**src/rtl/core/asn1_ber_header_encoder_unit_assert.svh**
```systemverilog
// Assertion macros shared by the BER header encoder RTL.
`ifndef ASN1_BER_HEADER_ENCODER_UNIT_ASSERT_SVH
`define ASN1_BER_HEADER_ENCODER_UNIT_ASSERT_SVH
`ifndef SYNTHESIS
`define ABER_ASSERT_IMP(name, ante, cons, msg) \
  name: assert property (@(posedge clk_i) disable iff (!rst_ni) (ante) |-> (cons)) \
    else $error(msg);
`define ABER_ASSERT_NXT(name, ante, cons, msg) \
  name: assert property (@(posedge clk_i) disable iff (!rst_ni) (ante) |=> (cons)) \
    else $error(msg);
`else
`define ABER_ASSERT_IMP(name, ante, cons, msg)
`define ABER_ASSERT_NXT(name, ante, cons, msg)
`endif
`endif

```
**src/rtl/core/aber_pkg.sv**
```systemverilog
// Shared types and constants of the BER header encoder.
package aber_pkg;

  localparam int unsigned MaxLenBytesDef = 8;

  localparam int unsigned TagW     = 64;
  localparam int unsigned LenFieldW = 63;
  localparam int unsigned TagGroups = 10;

  localparam logic [63:0] ShortTagLimit = 64'd31;
  localparam logic [62:0] ShortLenLimit = 63'd128;
  localparam logic [7:0]  LongLenFlag   = 8'h80;
  localparam logic [4:0]  LongTagMark   = 5'h1F;

  typedef enum logic {
    OpHeader = 1'b0,
    OpFooter = 1'b1
  } aber_op_e;

  typedef struct packed {
    aber_op_e               op;
    logic [1:0]             tag_class;
    logic                   constructed;
    logic [TagW-1:0]        tag_number;
    logic                   indefinite;
    logic [LenFieldW-1:0]   content_length;
  } aber_item_t;

endpackage

```
**src/rtl/core/aber_build.sv**
```systemverilog
// Combinational encoder that turns one node description into a left-aligned byte string.
module aber_build import aber_pkg::*; #(
  parameter int unsigned MaxLenBytes = MaxLenBytesDef,
  parameter int unsigned StreamW     = 8 * (12 + MaxLenBytes),
  parameter int unsigned CntW        = $clog2(12 + MaxLenBytes + 1)
) (
  input  aber_item_t         item_i,
  output logic [StreamW-1:0] stream_o,
  output logic [CntW-1:0]    count_o
);

  localparam int unsigned LenW = 8 * MaxLenBytes;

  logic [69:0]      tag70;
  logic [3:0]       ngroups;
  logic             tag_long;
  logic [3:0]       ntag;
  logic [79:0]      tag_full;
  logic [79:0]      tag_al;
  logic [7:0]       ido;
  logic [63:0]      len64;
  logic [3:0]       nb_min;
  logic [3:0]       nb;
  logic             len_sat;
  logic [LenW-1:0]  len_bytes;
  logic [LenW-1:0]  len_bytes_al;
  logic [7:0]       len_hdr;
  logic [3:0]       len_cnt;
  logic [LenW+7:0]  len_al;

  assign tag70    = {6'b0, item_i.tag_number};
  assign tag_long = item_i.tag_number >= ShortTagLimit;
  assign ntag     = tag_long ? ngroups : 4'd0;
  assign len64    = {1'b0, item_i.content_length};

  // Count of base-128 groups needed for the tag and of bytes for the length.
  always_comb begin
    ngroups = 4'd1;
    for (int g = 1; g < TagGroups; g++) begin
      if ((tag70 >> (7 * g)) != 70'd0) ngroups = 4'(g + 1);
    end
    nb_min = 4'd1;
    for (int b = 1; b < 8; b++) begin
      if ((len64 >> (8 * b)) != 64'd0) nb_min = 4'(b + 1);
    end
  end

  // Tag octets with the most significant group in the top byte; all carry
  // the continuation bit except group zero.
  always_comb begin
    for (int g = 0; g < TagGroups; g++) begin
      tag_full[8*g +: 8] = {(g != 0), tag70[7*g +: 7]};
    end
  end

  assign tag_al = tag_full << {4'(4'd10 - ntag), 3'b000};
  assign ido    = {item_i.tag_class, item_i.constructed,
                   tag_long ? LongTagMark : item_i.tag_number[4:0]};

  assign len_sat   = nb_min > 4'(MaxLenBytes);
  assign nb        = len_sat ? 4'(MaxLenBytes) : nb_min;
  assign len_bytes = len_sat ? {LenW{1'b1}} : len64[LenW-1:0];

  always_comb begin
    len_bytes_al = '0;
    if (item_i.indefinite) begin
      len_hdr = LongLenFlag;
      len_cnt = 4'd1;
    end else if (item_i.content_length < ShortLenLimit) begin
      len_hdr = item_i.content_length[7:0];
      len_cnt = 4'd1;
    end else begin
      len_hdr      = LongLenFlag | {4'b0, nb};
      len_cnt      = nb + 4'd1;
      len_bytes_al = len_bytes << {4'(4'(MaxLenBytes) - nb), 3'b000};
    end
  end

  assign len_al = {len_hdr, len_bytes_al};

  always_comb begin
    if (item_i.op == OpFooter) begin
      // End-of-contents is two zero bytes, only for the indefinite form.
      stream_o = '0;
      count_o  = item_i.indefinite ? CntW'(2) : '0;
    end else begin
      stream_o = {ido, tag_al, {(LenW + 8){1'b0}}} |
                 ({8'b0, len_al, 80'b0} >> {ntag, 3'b000});
      count_o  = CntW'(1) + CntW'(ntag) + CntW'(len_cnt);
    end
  end

endmodule

```
**src/rtl/core/aber_serial.sv**
```systemverilog
// Result register that shifts an encoded byte string out one word at a time.
module aber_serial import aber_pkg::*; #(
  parameter int unsigned StreamW = 160,
  parameter int unsigned CntW    = 5
) (
  input  logic               clk_i,
  input  logic               rst_ni,
  input  logic               load_i,
  input  logic [StreamW-1:0] stream_i,
  input  logic [CntW-1:0]    count_i,
  output logic               ready_o,
  output logic               valid_o,
  output logic [7:0]         byte_o,
  output logic               last_o,
  input  logic               take_ready_i
);

  logic [StreamW-1:0] data_q;
  logic [CntW-1:0]    rem_q;
  logic               valid_q;
  logic               take;

  assign take    = valid_q && take_ready_i;
  assign last_o  = rem_q == CntW'(1);
  assign ready_o = !valid_q || (take && last_o);
  assign valid_o = valid_q;
  assign byte_o  = data_q[StreamW-1 -: 8];

  always_ff @(posedge clk_i or negedge rst_ni) begin
    if (!rst_ni) begin
      valid_q <= 1'b0;
      rem_q   <= '0;
    end else if (load_i) begin
      valid_q <= 1'b1;
      rem_q   <= count_i;
    end else if (take) begin
      rem_q <= rem_q - CntW'(1);
      if (last_o) valid_q <= 1'b0;
    end
  end

  always_ff @(posedge clk_i) begin
    if (load_i) begin
      data_q <= stream_i;
    end else if (take) begin
      data_q <= data_q << 8;
    end
  end

endmodule

```
**src/rtl/core/asn1_ber_header_encoder_unit.sv**
```systemverilog
// ASN.1 BER header encoder top level: each input word describes one node and
// yields its identifier and length octets, or its end-of-contents footer, as a
// stream of byte-wide output words with tlast on the final byte. An input word
// lands in an input register; the whole byte string is formed combinationally
// from it and loaded into a result register that shifts out one byte per
// cycle while the output is ready. An item has from 2 up to 12 + MaxLenBytes
// bytes (20 at the default); a footer without the indefinite flag produces
// no output and leaves the input register without waiting for the result
// register. The output shift register is the limit: while it drains, the
// next item waits in the input register, so a new word is taken in the same
// cycle the previous item's last byte leaves, and in every cycle for items
// that produce nothing. Length values needing more than MaxLenBytes bytes are
// sent as MaxLenBytes bytes of 0xFF.
`include "asn1_ber_header_encoder_unit_assert.svh"

module asn1_ber_header_encoder_unit import aber_pkg::*; #(
  parameter int unsigned MaxLenBytes = MaxLenBytesDef
) (
  input  logic         clk_i,
  input  logic         rst_ni,
  input  logic         s_axis_tvalid_i,
  output logic         s_axis_tready_o,
  // tdata, from bit 0: tag_class[1:0], constructed[2], tag_number[66:3],
  // indefinite[67], content_length[130:68], zero fill [135:131].
  input  logic [135:0] s_axis_tdata_i,
  // tuser: op (0 header, 1 end-of-contents footer).
  input  logic         s_axis_tuser_i,
  output logic         m_axis_tvalid_o,
  input  logic         m_axis_tready_i,
  // tdata: out_byte[7:0].
  output logic [7:0]   m_axis_tdata_o,
  // tlast: final_byte, set on the last byte of an item.
  output logic         m_axis_tlast_o
);

  localparam int unsigned StreamW = 8 * (12 + MaxLenBytes);
  localparam int unsigned CntW    = $clog2(12 + MaxLenBytes + 1);

  aber_item_t         s1_item_q;
  logic               s1_valid_q;
  logic               s1_adv;
  logic               in_take;
  logic               ser_ready;
  logic               ser_load;
  logic [StreamW-1:0] build_stream;
  logic [CntW-1:0]    build_cnt;

  // The input register advances when the result register is free, or at
  // once when the item produces no bytes at all.
  assign s1_adv          = s1_valid_q && (ser_ready || build_cnt == '0);
  assign ser_load        = s1_valid_q && ser_ready && build_cnt != '0;
  assign s_axis_tready_o = !s1_valid_q || s1_adv;
  assign in_take         = s_axis_tvalid_i && s_axis_tready_o;

  always_ff @(posedge clk_i or negedge rst_ni) begin
    if (!rst_ni) begin
      s1_valid_q <= 1'b0;
    end else if (in_take) begin
      s1_valid_q <= 1'b1;
    end else if (s1_adv) begin
      s1_valid_q <= 1'b0;
    end
  end

  always_ff @(posedge clk_i) begin
    if (in_take) begin
      s1_item_q.op             <= aber_op_e'(s_axis_tuser_i);
      s1_item_q.tag_class      <= s_axis_tdata_i[1:0];
      s1_item_q.constructed    <= s_axis_tdata_i[2];
      s1_item_q.tag_number     <= s_axis_tdata_i[66:3];
      s1_item_q.indefinite     <= s_axis_tdata_i[67];
      s1_item_q.content_length <= s_axis_tdata_i[130:68];
    end
  end

  aber_build #(
    .MaxLenBytes (MaxLenBytes),
    .StreamW     (StreamW),
    .CntW        (CntW)
  ) u_build (
    .item_i   (s1_item_q),
    .stream_o (build_stream),
    .count_o  (build_cnt)
  );

  aber_serial #(
    .StreamW (StreamW),
    .CntW    (CntW)
  ) u_serial (
    .clk_i        (clk_i),
    .rst_ni       (rst_ni),
    .load_i       (ser_load),
    .stream_i     (build_stream),
    .count_i      (build_cnt),
    .ready_o      (ser_ready),
    .valid_o      (m_axis_tvalid_o),
    .byte_o       (m_axis_tdata_o),
    .last_o       (m_axis_tlast_o),
    .take_ready_i (m_axis_tready_i)
  );

  // A word taken before the last byte of an item means more bytes follow.
  `ABER_ASSERT_NXT(a_item_continues, m_axis_tvalid_o && m_axis_tready_i && !m_axis_tlast_o, m_axis_tvalid_o, "item output ended without tlast")
  // A footer that reaches the output is always the two end-of-contents bytes.
  `ABER_ASSERT_IMP(a_footer_two_bytes, ser_load && s1_item_q.op == OpFooter, build_cnt == CntW'(2) && s1_item_q.indefinite, "footer loaded with wrong byte count")
  // The result register is only loaded when its previous item is finished.
  `ABER_ASSERT_IMP(a_load_when_free, ser_load, !m_axis_tvalid_o || (m_axis_tready_i && m_axis_tlast_o), "result register overwritten")
  // An accepted word is held in the input register on the next cycle.
  `ABER_ASSERT_NXT(a_input_held, in_take, s1_valid_q, "accepted word lost")

endmodule

```
**config.mk**
```make
export PLATFORM = sky130hd
export DESIGN_NAME = asn1_ber_header_encoder_unit
export DESIGN_NICKNAME = d
export VERILOG_FILES = /design/src/rtl/core/aber_pkg.sv /design/src/rtl/core/aber_build.sv /design/src/rtl/core/aber_serial.sv /design/src/rtl/core/asn1_ber_header_encoder_unit.sv
export VERILOG_INCLUDE_DIRS = /design/src /design/src/rtl/core
export SDC_FILE = /design/constraint.sdc
export NUM_CORES = 1
export LEC_CHECK = 0
export BUFFER_PORTS_ARGS = -buffer_cell sky130_fd_sc_hd__buf_2
export CAP_MARGIN = 40
export CORE_UTILIZATION = 27
export DETAILED_ROUTE_END_ITERATION = 12
export GPL_TIMING_DRIVEN = 1
export PLACE_DENSITY = 0.47
export SETUP_SLACK_MARGIN = 0.05
export SKIP_LAST_GASP = 1
export SYNTH_ARGS = -nofsm -noshare
export SYNTH_HDL_FRONTEND = slang
export SYNTH_SLANG_ARGS = --single-unit
```
**constraint.sdc**
```tcl
create_clock -name clk_i -period 41.6 [get_ports clk_i]
set_input_delay 0 -clock clk_i [delete_from_list [all_inputs] [get_ports clk_i]]
set_output_delay 0 -clock clk_i [all_outputs]
set_load 0.02 [all_outputs]
```
### Word level (Yosys, flattened, before mapping)

Cells that the tools add are included.

* register bits after elaboration: 299
* input port bits: 141
* output and inout bits: 11
* word-level logic and storage cells: 94

* $add $sub $neg: 6
* magnitude comparators: 3
* equality and inequality tests: 1
* shift-type cells: 3
* multiplexer cells: 38
* bitwise operators: 1
* reduce and logical (&&, ||, !) cells: 32

Operators by type and width (number)
* nonzero test 70 bit: 8
* 2-to-1 mux 160 bit: 3
* nonzero test 64 bit: 7
* 2-to-1 mux 64 bit: 3
* OR 160 bit: 1
* >> shifter 152 x 7 -> 160 bit: 1
* left shift 80 x 7 -> 80 bit: 1
* >= comparator 64 x 5 -> 1 bit (second input constant): 1
* left shift 64 x 7 -> 64 bit: 1
* < comparator 63 x 8 -> 1 bit (second input constant): 1
* 2-to-1 mux 4 bit: 13
* 2-to-1 mux 5 bit: 4
* 2-to-1 mux 8 bit: 2
* 2-to-1 mux 3 bit: 4
* 2-to-1 mux 2 bit: 4
* subtractor 4 bit (first input constant): 2
* logical AND 1 bit: 6
* nonzero test 2 bit: 3
* adder 1 x 4 -> 5 bit (first input constant): 1
* adder 5 x 4 -> 5 bit: 1
* == test 5 x 1 -> 1 bit (second input constant): 1
* logical NOT 5 bit: 1
* 2-to-1 mux 1 bit: 5
* nonzero test 5 bit: 1
* 6 further kinds: 9

### Logic depth before layout (Yosys ltp)

Gate-level depths: netlist (run 1).

* depth after elaboration: 21
* depth in mapped cells: 28
* mapped depth without buffers: 18

### Modules after synthesis

From an unflattened synthesis (run 1), not the netlist that was laid out.

* cells, all modules: 1934
* area total of the unflattened synthesis: 20853.8 um2

Modules (own cells, without submodules)
* aber_build: times used 1, cells an instance 1407, area an instance 9366.5 um2
* aber_serial: times used 1, cells an instance 382, area an instance 7409.6 um2
* asn1_ber_header_encoder_unit: times used 1, cells an instance 145, area an instance 4077.7 um2

### Worst setup path before layout (run 1)

No wires, ideal clock.

* kind: register to register
* start point: reg s1_item_q[59] (netlist name)
* end point: reg u_serial.data_q[0], enable pin
* library setup time: 900 ps
* arrival: 16119 ps
* setup slack: 24581 ps
* stages on the path, launching flop included: 22
* path buffers: 9
* path through: edfxtp_1 or4_1 clkbuf_1 nor2_4 buf_2 buf_1 buf_2 nand2_1 inv_1 ha_1 buf_1 buf_2 clkbuf_1 clkbuf_1 clkbuf_1 nand2_1 fa_1 xor2_1 a41o_1 nand3b_1 nand2_1 o21ai_0

* cells in the longest elaborated chain, start to end: 18

RTL lines
* start, declared: line asn1_ber_header_encoder_unit.sv:39 `aber_item_t s1_item_q;`
* nonzero test 64 bit: line aber_build.sv:44 `if ((len64 >> (8 * b)) != 64'd0) nb_min = 4'(b + 1);`
* 2-to-1 mux 2 bit: line aber_build.sv:44
* 2-to-1 mux 4 bit (6 in series): line aber_build.sv:44
* greater-than comparator 4 bit: line aber_build.sv:60 `assign len_sat = nb_min > 4'(MaxLenBytes);`
* 2-to-1 mux 4 bit: line aber_build.sv:61 `assign nb = len_sat ? 4'(MaxLenBytes) : nb_min;`
* adder 4 x 1 -> 4 bit: line aber_build.sv:74 `len_cnt = nb + 4'd1;`
* 2-to-1 mux 4 bit *: line aber_build.sv:69 `end else if (item_i.content_length < ShortLenLimit) begin`
* 2-to-1 mux 4 bit *: line aber_build.sv:66 `if (item_i.indefinite) begin`
* adder 5 x 4 -> 5 bit *: line aber_build.sv:89 `count_o = CntW'(1) + CntW'(ntag) + CntW'(len_cnt);`
* 2-to-1 mux 5 bit *: line aber_build.sv:82 `if (item_i.op == OpFooter) begin`
* nonzero test 5 bit *: line asn1_ber_header_encoder_unit.sv:51 `assign ser_load = s1_valid_q && ser_ready && build_cnt != '0;`
* logical AND 1 bit *: line asn1_ber_header_encoder_unit.sv:51
* nonzero test 2 bit (no source line) *
* end signal, assigned: line aber_serial.sv:44 `data_q <= stream_i;`
* end signal, assigned: line aber_serial.sv:46 `data_q <= data_q << 8;`
* end, declared: line aber_serial.sv:18 `logic [StreamW-1:0] data_q;`

Mark *: on every way between the ends. The rest lies on a longest branch, timed or not.
A chain may end at the register's enable or synchronous reset.

### Worst setup path after layout (run 1)

* start point: reg s1_item_q[59] (netlist name)
* end point: reg u_serial.data_q[62], enable pin

The elaborated chain is that of the path after synthesis.

==> results of run 1 <==
## registers in the layout, indices dropped and copies added, names as in the netlist
signal	cells
u_serial.data_q	160
s1_item_q	132
u_serial.rem_q	5
s1_valid_q	1
u_serial.valid_o	1
## routing by layer
| layer | global-route usage, % | routed length [µm] | vias to the layer above |
|---|---|---|---|
| met5 | 0 | 0 | - |
| met4 | 9.39 | 3900 | 0 |
| met3 | 5.18 | 9730 | 218 |
| met2 | 36.9 | 41100 | 1278 |
| met1 | 32.8 | 38400 | 9964 |
| li1 | - | - | 8386 |
## synthesized netlist by cell type (23+ instances only)
master	number	area, µm²
edfxtp_1	292	8770
nand2_1	214	803
a21oi_1	136	681
nor2_1	114	428
clkbuf_1	103	387
o21ai_0	84	420
o211ai_1	83	623
mux2i_1	66	661
nor3_1	50	250
nand3_1	45	225
o221ai_1	37	324
mux4_2	35	788
a221o_1	34	340
a22oi_1	33	248
a211oi_1	30	225
buf_2	30	150
a221oi_1	29	254
a22o_1	28	245
mux2_2	27	304
nor4_1	27	169
inv_1	23	86.3
## repair_timing
action / 4_1_cts / 5_1_grt
hold buffers: 136 / 0
resized for setup: 0 / 0
hold endpoints to repair: 143 / 0
## where the power goes
group	internal, mW	leakage, nW	switching [mW]
registers	0.393	2.88	0.0445
clock network	0.194	0.617	0.144
logic	0.116	4.96	0.192
total	0.703	8.46	0.381
## layout by cell type (no fill, tap or decap), types with 23 or more instances in the layout
cell type / synthesis / layout
nor2_1: 114 / 108
clkbuf_16: 0 / 39
mux2i_1: 66 / 66
edfxtp_1: 292 / 292
a22o_1: 28 / 28
a211oi_1: 30 / 30
nand3_1: 45 / 44
o21ai_0: 84 / 83
a221oi_1: 29 / 29
o221ai_1: 37 / 37
mux4_2: 35 / 35
a22oi_1: 33 / 33
mux2_2: 27 / 27
dlygate4sd3_1: 0 / 136
a21oi_1: 136 / 136
a221o_1: 34 / 34
buf_4: 18 / 61
nor4_1: 27 / 27
nand2_1: 214 / 213
o211ai_1: 83 / 83
nor3_1: 50 / 48
inv_1: 23 / 23
buf_2: 30 / 149
## cell type report
type	count	area (µm²)	area share, %
clock buffers	45	1010	4.10
repair buffers	357	2800	11.4
clock inverters	24	229	0.932
flip-flops and latches	299	8940	36.4
multi-input cells	1443	10300	41.9
well taps	959	1200	4.88
inverters	30	114	0.463
## logic make-up (layout without fill, tap and decap cells)
family	after synthesis	in the layout	share of synthesized area [%]
xor gates and xnor gates	5	5	0.218
AOI/OAI and AO/OA	747	747	27.7
muxes	131	131	8.90
adders and majority gates	13	13	0.848
and+or+nand+nor	547	547	13.2
buffers and inverters	208	456	4.64
DFF	299	299	44.6
## worst register-to-register path: cells and delay by family (launching register included)
family,cells,cell delay [ns]
buffers and inverters,6,2.65
and+or+nand+nor,6,1.85
AOI/OAI and AO/OA,3,1.08
adders and majority gates,2,0.78
DFF,1,0.49
xor gates and xnor gates,1,0.19
## worst paths after layout
check,from,endpoint,slack (ns)
max in group asynchronous,rst_ni,u_serial.rem_q[3]$_DFFE_PN0P_,40.94
min reg2reg,u_serial.data_q[146]$_DFFE_PP_,u_serial.data_q[154]$_DFFE_PP_,0.52
min,s_axis_tdata_i[104],s1_item_q[36]$_DFFE_PP_,0.13
min in group asynchronous,rst_ni,u_serial.rem_q[1]$_DFFE_PN0P_,0.41
max,s1_item_q[59]$_DFFE_PP_,u_serial.data_q[62]$_DFFE_PP_,34.21
max reg2reg,s1_item_q[59]$_DFFE_PP_,u_serial.data_q[62]$_DFFE_PP_,34.21
==> reports/qor.csv, run 1 <==
stage;metric;value;unit
critical_path;crit-path max FO;67;
critical_path;FF-to-FF path depth;18;
placed_design;placed cells;2952;
critical_path;Crit-path slowest cell;or4_1;
cts;Num CTS Buffers;38;
cells_and_area;Non-Filler Instances;3157;
die;Die Wd;275;µm
critical_path;most frequent CP cell;buf_4;
power_and_ir_drop;Power, Total;1.08;mW
yosys;fraction of registers with async set/reset;2.34;%
sta;Setup TNS Final;0;ns
min_path;hold path depth;2;
cells_and_area;fin area;24600;µm²
placed_design;hpwl dp;65400;µm
critical_path;delay of the slowest critical-path stage;0.73;ns
die;Top Ports;152;
route;vias per cell;6.29;
cts;setup bufs post-CTS;0;
cts;clock sink total;299;
critical_path;critical path depth;18;
route;WL per Instance;29.5;µm
min_path;min-delay worst type;in -> reg;
sta;Fin. Hold Viols;0;
yosys;Cells after Synth;1950;
grt;largest net degree at the start of global routing;75;
yosys;Syn Nets;2104;
route;DR pass1 iterations;12;
grt;vias in the first global route;19200;
yosys;synthesized area per cell;10.3;µm²
cts;CTS Buffer Depth;3;
yosys;EDFF count, synth;292;
critical_path;Worst EP arrival;7.65;ns
route;post-route ant nets;0;
route;# DRC;6;
sta;Setup-failing EPs final;0;
grt;gr ovfl total;0;
sta;unrepaired setup endpoints after global routing;false;
route;drt total wl;93100;µm
status;status;finished, violations left;
sta;worst slew pin tran;1.01;ns
status;failing checks;DRC;
cells_and_area;share of post-route cells with drive strength above 1;19.1;%
cts;clk_lat worst skew;0.58;ns
cts;H-tree levels;2;
cells_and_area;Area Overhead vs Synth;22.5;%
cells_and_area;final net count;2323;
die;# rows;99;
critical_path;Crit. End Element;flop;
critical_path;critical path class;reg -> reg;
cts;Worst-path clk slew;0.05;ns
placed_design;IO buf count;146;
critical_path;Buffers & Inverters on Critical Path;6;
placed_design;Post-DP Area;22000;µm²
critical_path;worst path cell trace;or4_1 -> nor2_4 -> nand2_1 -> buf_4 -> o21ai_4 -> buf_4 -> ha_2 -> buf_4 -> nand2_1 -> fa_1 -> xor2_1 -> a41o_1 -> nand3b_1 -> nand2_1 -> o21ai_4 -> buf_4 -> buf_4 -> buf_12;
cts;CTS tree;done;
route;starting DRC count in detailed routing;2416;
flow_run;max-cap viol count;0;
yosys;post-synthesis sequential area ratio;44.6;%
route;via count;19800;
sta;Slew Limit Fails;0;
critical_path;Worst path top cell family by delay;buffers and inverters;
sta;FMAX;135;MHz
sta;Hold WS;0.131;ns
cells_and_area;Antenna Diode Count;0;
sta;Setup Skew;0.0254;ns
power_and_ir_drop;leakage;8.46;nW
critical_path;critical path data required time;41.85;ns
yosys;Yosys warnings;0;
cells_and_area;Final Core Density;33.6;%
die;die area;75400;µm²
sta;fin worst setup slack;34.21;ns
grt;initial antenna violation count;0;
sta;Final Critical Period;7.39;ns
yosys;synthesized area;20100;µm²
cells_and_area;# fillers;7397;
grt;global-route total usage across every layer;24.0;%
die;Initial Utilization;27.4;%
yosys;Top FF cell, synth;edfxtp_1;
power_and_ir_drop;power per cell area;44.1;nW/µm²
placed_design;worst slack, placed;34.32;ns
die;core area;73200;µm²
sta;Tcrit/Tclk final;17.8;%
placed_design;GPL Wtd Cong;0.918;
grt;first-pass GRT wire length;134000;µm
yosys;Synth cell types;104;
die;Die Y;275;µm
critical_path;CP Launch Type;flop;
yosys;FF+latch count, synth;299;
sta;Max transition margin;31.8;%
cts;clock tree root buffer cell;clkbuf_16;
power_and_ir_drop;Worst VDD drop;0.0335;mV
No activity file was read; power rests on OpenSTA's default activity.
==> run 2, diff against run 1 <==
--- a/config.mk
+++ b/config.mk
@@ -6,12 +6,13 @@
 export SDC_FILE = /design/constraint.sdc
 export NUM_CORES = 1
 export LEC_CHECK = 0
+export ABC_AREA = 1
 export BUFFER_PORTS_ARGS = -buffer_cell sky130_fd_sc_hd__buf_2
 export CAP_MARGIN = 40
 export CORE_UTILIZATION = 27
 export DETAILED_ROUTE_END_ITERATION = 12
 export GPL_TIMING_DRIVEN = 1
-export PLACE_DENSITY = 0.47
+export PLACE_DENSITY = 0.49
 export SETUP_SLACK_MARGIN = 0.05
 export SKIP_LAST_GASP = 1
 export SYNTH_ARGS = -nofsm -noshare
==> constraint.sdc (replaced) <==
create_clock -name clk_i -period 6.3 [get_ports clk_i]
set_input_delay 0 -clock clk_i [delete_from_list [all_inputs] [get_ports clk_i]]
set_output_delay 0 -clock clk_i [all_outputs]
set_load 0.02 [all_outputs]
==> reports/qor.csv, run 2 <==
stage;metric;value;unit;change
yosys;Cells after Synth;2916;;+50%
critical_path;crit-path max FO;11;;-84%
cells_and_area;Area Overhead vs Synth;20.2;%;
min_path;Worst Hold End;s1_item_q[119]$_DFFE_PP_;;
yosys;Syn Nets;3070;;+46%
yosys;top-area cell type share of the netlist area;42.1;%;-1.6 points
cts;H-tree levels;2;;unchanged
cts;Num CTS Buffers;37;;-2.6%
sta;Hold WS;0.133;ns;+0.00213 ns
cts;CTS tree;done;;
cells_and_area;Non-Filler Instances;4155;;+32%
cells_and_area;fin area;25000;µm²;+1.9%
cells_and_area;largest reg by FF count;u_serial.data_q;;
status;status;complete, no violations;;
min_path;min-delay worst type;in -> reg;;
cts;clk_lat worst skew;0.57;ns;about the same
power_and_ir_drop;Power, Total;9.80;mW;+800%
power_and_ir_drop;leakage;10.9;nW;+29%
critical_path;Worst R2R Setup Slack;0.93;ns;-33.27 ns
cells_and_area;Final Core Density;32.9;%;-0.70 points
sta;Setup TNS Final;0;ns;unchanged
power_and_ir_drop;power per cell area;391;nW/µm²;+790%
cts;clock tree root buffer cell;clkbuf_16;;
route;via count;21100;;+6.4%
cells_and_area;commonest non-fill, non-tap cell in the layout;nand2_1;;
grt;global-route total usage across every layer;20.6;%;-3.4 points
placed_design;worst slack, placed;0.944;ns;-33.38 ns
cells_and_area;max reg flops;160;;unchanged
critical_path;critical path data required time;6.73;ns;-35.12 ns
cts;Worst-path clk slew;0.06;ns;about the same
yosys;synthesized area per cell;7.15;µm²;-31%
critical_path;FF-to-FF path depth;29;;+11
grt;gr ovfl total;0;;unchanged
route;starting DRC count in detailed routing;2157;;-11%
yosys;cell taking the most area after synthesis;edfxtp_1;;
cts;clock sink total;299;;unchanged
cells_and_area;biggest regs;u_serial.data_q (160), s1_item_q (132), u_serial.rem_q (5);;
grt;first-pass GRT wire length;124000;µm;-7.6%
die;die area;78300;µm²;+3.8%
grt;largest net degree at the start of global routing;133;;+77%
yosys;EDFF count, synth;292;;unchanged
die;core area;76200;µm²;+4.1%
placed_design;hpwl dp;58200;µm;-11%
critical_path;CP Launch Type;flop;;
die;Die Wd;280;µm;+1.9%
route;drt total wl;81200;µm;-13%
critical_path;Crit-path slowest cell;nor2_1;;
die;Top Ports;152;;unchanged
die;# rows;101;;+2.0%
min_path;hold path depth;2;;unchanged
route;WL per Instance;19.5;µm;-34%
yosys;post-synthesis sequential area ratio;42.9;%;-1.6 points
route;DR pass1 iterations;6;;-6
cts;PostCTS Resize Cnt;0;;unchanged
placed_design;Post-DP Area;22500;µm²;+2.3%
sta;Final Critical Period;5.37;ns;-2.03 ns
critical_path;worst r2r src;s1_item_q[51]$_DFFE_PP_;;
flow_run;max-cap viol count;0;;unchanged
critical_path;most frequent CP cell;nand2_1;;
sta;Tcrit/Tclk final;85.2;%;+67 points
sta;worst slew pin tran;0.880;ns;-0.134 ns
sta;FMAX;186;MHz;+38%
sta;unrepaired setup endpoints after global routing;false;;
critical_path;Worst EP arrival;5.80;ns;-1.85 ns
yosys;Synth cell types;56;;-46%
yosys;synthesized area;20800;µm²;+3.8%
yosys;most frequent cells after synthesis;nand2_1, nand3_1, edfxtp_1;;
cts;CTS Buffer Depth;3;;unchanged
sta;fin worst setup slack;0.934;ns;-33.27 ns
min_path;critical hold path startpoint;s_axis_tdata_i[58];;
route;vias per cell;5.08;;-19%
yosys;most numerous cell in the Yosys netlist;nand2_1;;
power_and_ir_drop;Worst VDD drop;0.213;mV;+530%
yosys;Top FF cell, synth;edfxtp_1;;
placed_design;GPL Wtd Cong;0.921;;+0.36%
sta;Setup-failing EPs final;0;;unchanged
sta;Max transition margin;41.3;%;+9.5 points
critical_path;worst r2r dst;u_serial.data_q[74]$_DFFE_PP_;;
placed_design;IO buf count;146;;unchanged
yosys;fraction of registers with async set/reset;2.34;%;unchanged
cells_and_area;final net count;3250;;+40%
critical_path;Crit. End Element;flop;;
grt;initial antenna violation count;0;;unchanged
route;# DRC;0;;-6
sta;Fin. Hold Viols;0;;unchanged
placed_design;placed cells;3950;;+34%
yosys;Yosys warnings;0;;unchanged
cells_and_area;Antenna Diode Count;0;;unchanged
critical_path;delay of the slowest critical-path stage;0.63;ns;-0.10 ns
route;post-route ant nets;0;;unchanged
yosys;FF+latch count, synth;299;;unchanged
die;Initial Utilization;27.3;%;-0.068 points
sta;Setup Skew;0.0235;ns;-0.00181 ns
die;Die Y;280;µm;+1.9%
cells_and_area;share of post-route cells with drive strength above 1;9.79;%;-9.3 points
critical_path;critical path class;reg -> reg;;
cells_and_area;most frequent cells in the layout;nand2_1, nand3_1, edfxtp_1, inv_1, nor2_1;;
sta;Slew Limit Fails;0;;unchanged
yosys;ranking of synthesized cells by area;edfxtp_1, nand2_1, nand3_1;;
grt;vias in the first global route;20100;;+4.8%
[run 2: changes by cell type after synthesis, moves of 40 or more]
cell | previous run | this run
a21oi_1 | 136 | 57
inv_1 | 23 | 161
mux2i_1 | 66 | 1
nand2_1 | 214 | 1049
nand3_1 | 45 | 655
nand4_1 | 9 | 49
nor2_1 | 114 | 154
o211ai_1 | 83 | 41
[run 2: layout make-up]
type,count,area (µm²)
timing repair buffer,338,2640
sequential,299,8940
multi-input combinational,2248,10300
inverter,172,653
clock inverter,23,198
fill,8173,51200
tap,1030,1290
clock buffer,45,987
[run 2: what timing repair did]
action,CTS,global route
endpoints found under the hold margin,145,0
buffers inserted,0,0
hold buffers,137,0
[run 2: report_power, final]
group	leakage [nW]	switching (mW)	internal, mW
registers	2.93	0.381	3.30
logic	7.38	2.78	1.22
clock network	0.581	0.913	1.21
[run 2: metal layers]
| metal | part of all wire [%] | vias to the layer above | track usage [%] |
|---|---|---|---|
| met3 | 5.8 | 151 | 2.11 |
| met4 | 4.6 | 0 | 9.26 |
| li1 | - | 10300 | - |
| met1 | 44 | 9884 | 28.0 |
| met2 | 46 | 835 | 33.0 |
| met5 | 0 | - | 0 |
[run 2: worst max path at each step]
| stage | startpoint | end | slack [ns] | cells past startpoint |
|---|---|---|---|---|
| 2_1_floorplan | s1_item_q[51]$_DFFE_PP_ | u_serial.data_q[0]$_SDFFCE_PP0P_ | 0.08 | 24 |
| 3_3_place_gp | s1_item_q[51]$_DFFE_PP_ | s1_item_q[130]$_DFFE_PP_ | 0.99 | 25 |
| 3_5_place_dp | s1_item_q[51]$_DFFE_PP_ | u_serial.data_q[74]$_DFFE_PP_ | 0.94 | 29 |
| 4_1_cts | s1_item_q[51]$_DFFE_PP_ | u_serial.data_q[74]$_DFFE_PP_ | 0.94 | 29 |
| 5_1_grt | s1_item_q[51]$_DFFE_PP_ | u_serial.data_q[78]$_DFFE_PP_ | 0.49 | 28 |
| 6_report | s1_item_q[51]$_DFFE_PP_ | u_serial.data_q[74]$_DFFE_PP_ | 0.93 | 29 |
[run 2: kinds of logic (layout without fill, tap and decap cells)]
kind of cell / after synthesis / in the layout / share of synthesized area (%)
XOR/XNOR: 6 / 6 / 0.252
multiplexers: 1 / 1 / 0.0480
AND/OR/NAND/NOR: 1969 / 1969 / 40.9
AO/OA/AOI/OAI: 259 / 259 / 7.24
adder cells (fa/ha/maj): 13 / 13 / 0.817
buffers and inverters: 369 / 578 / 7.82
flip-flops: 299 / 299 / 42.9
[run 2: worst max-delay path, delay by kind of cell (launching register included)]
kind | cells | cell delay (ns)
adders and majority gates | 2 | 0.75
and+or+nand+nor | 18 | 2.79
AOI/OAI and AO/OA | 4 | 0.85
buffers and inverters | 5 | 0.41
DFF | 1 | 0.40
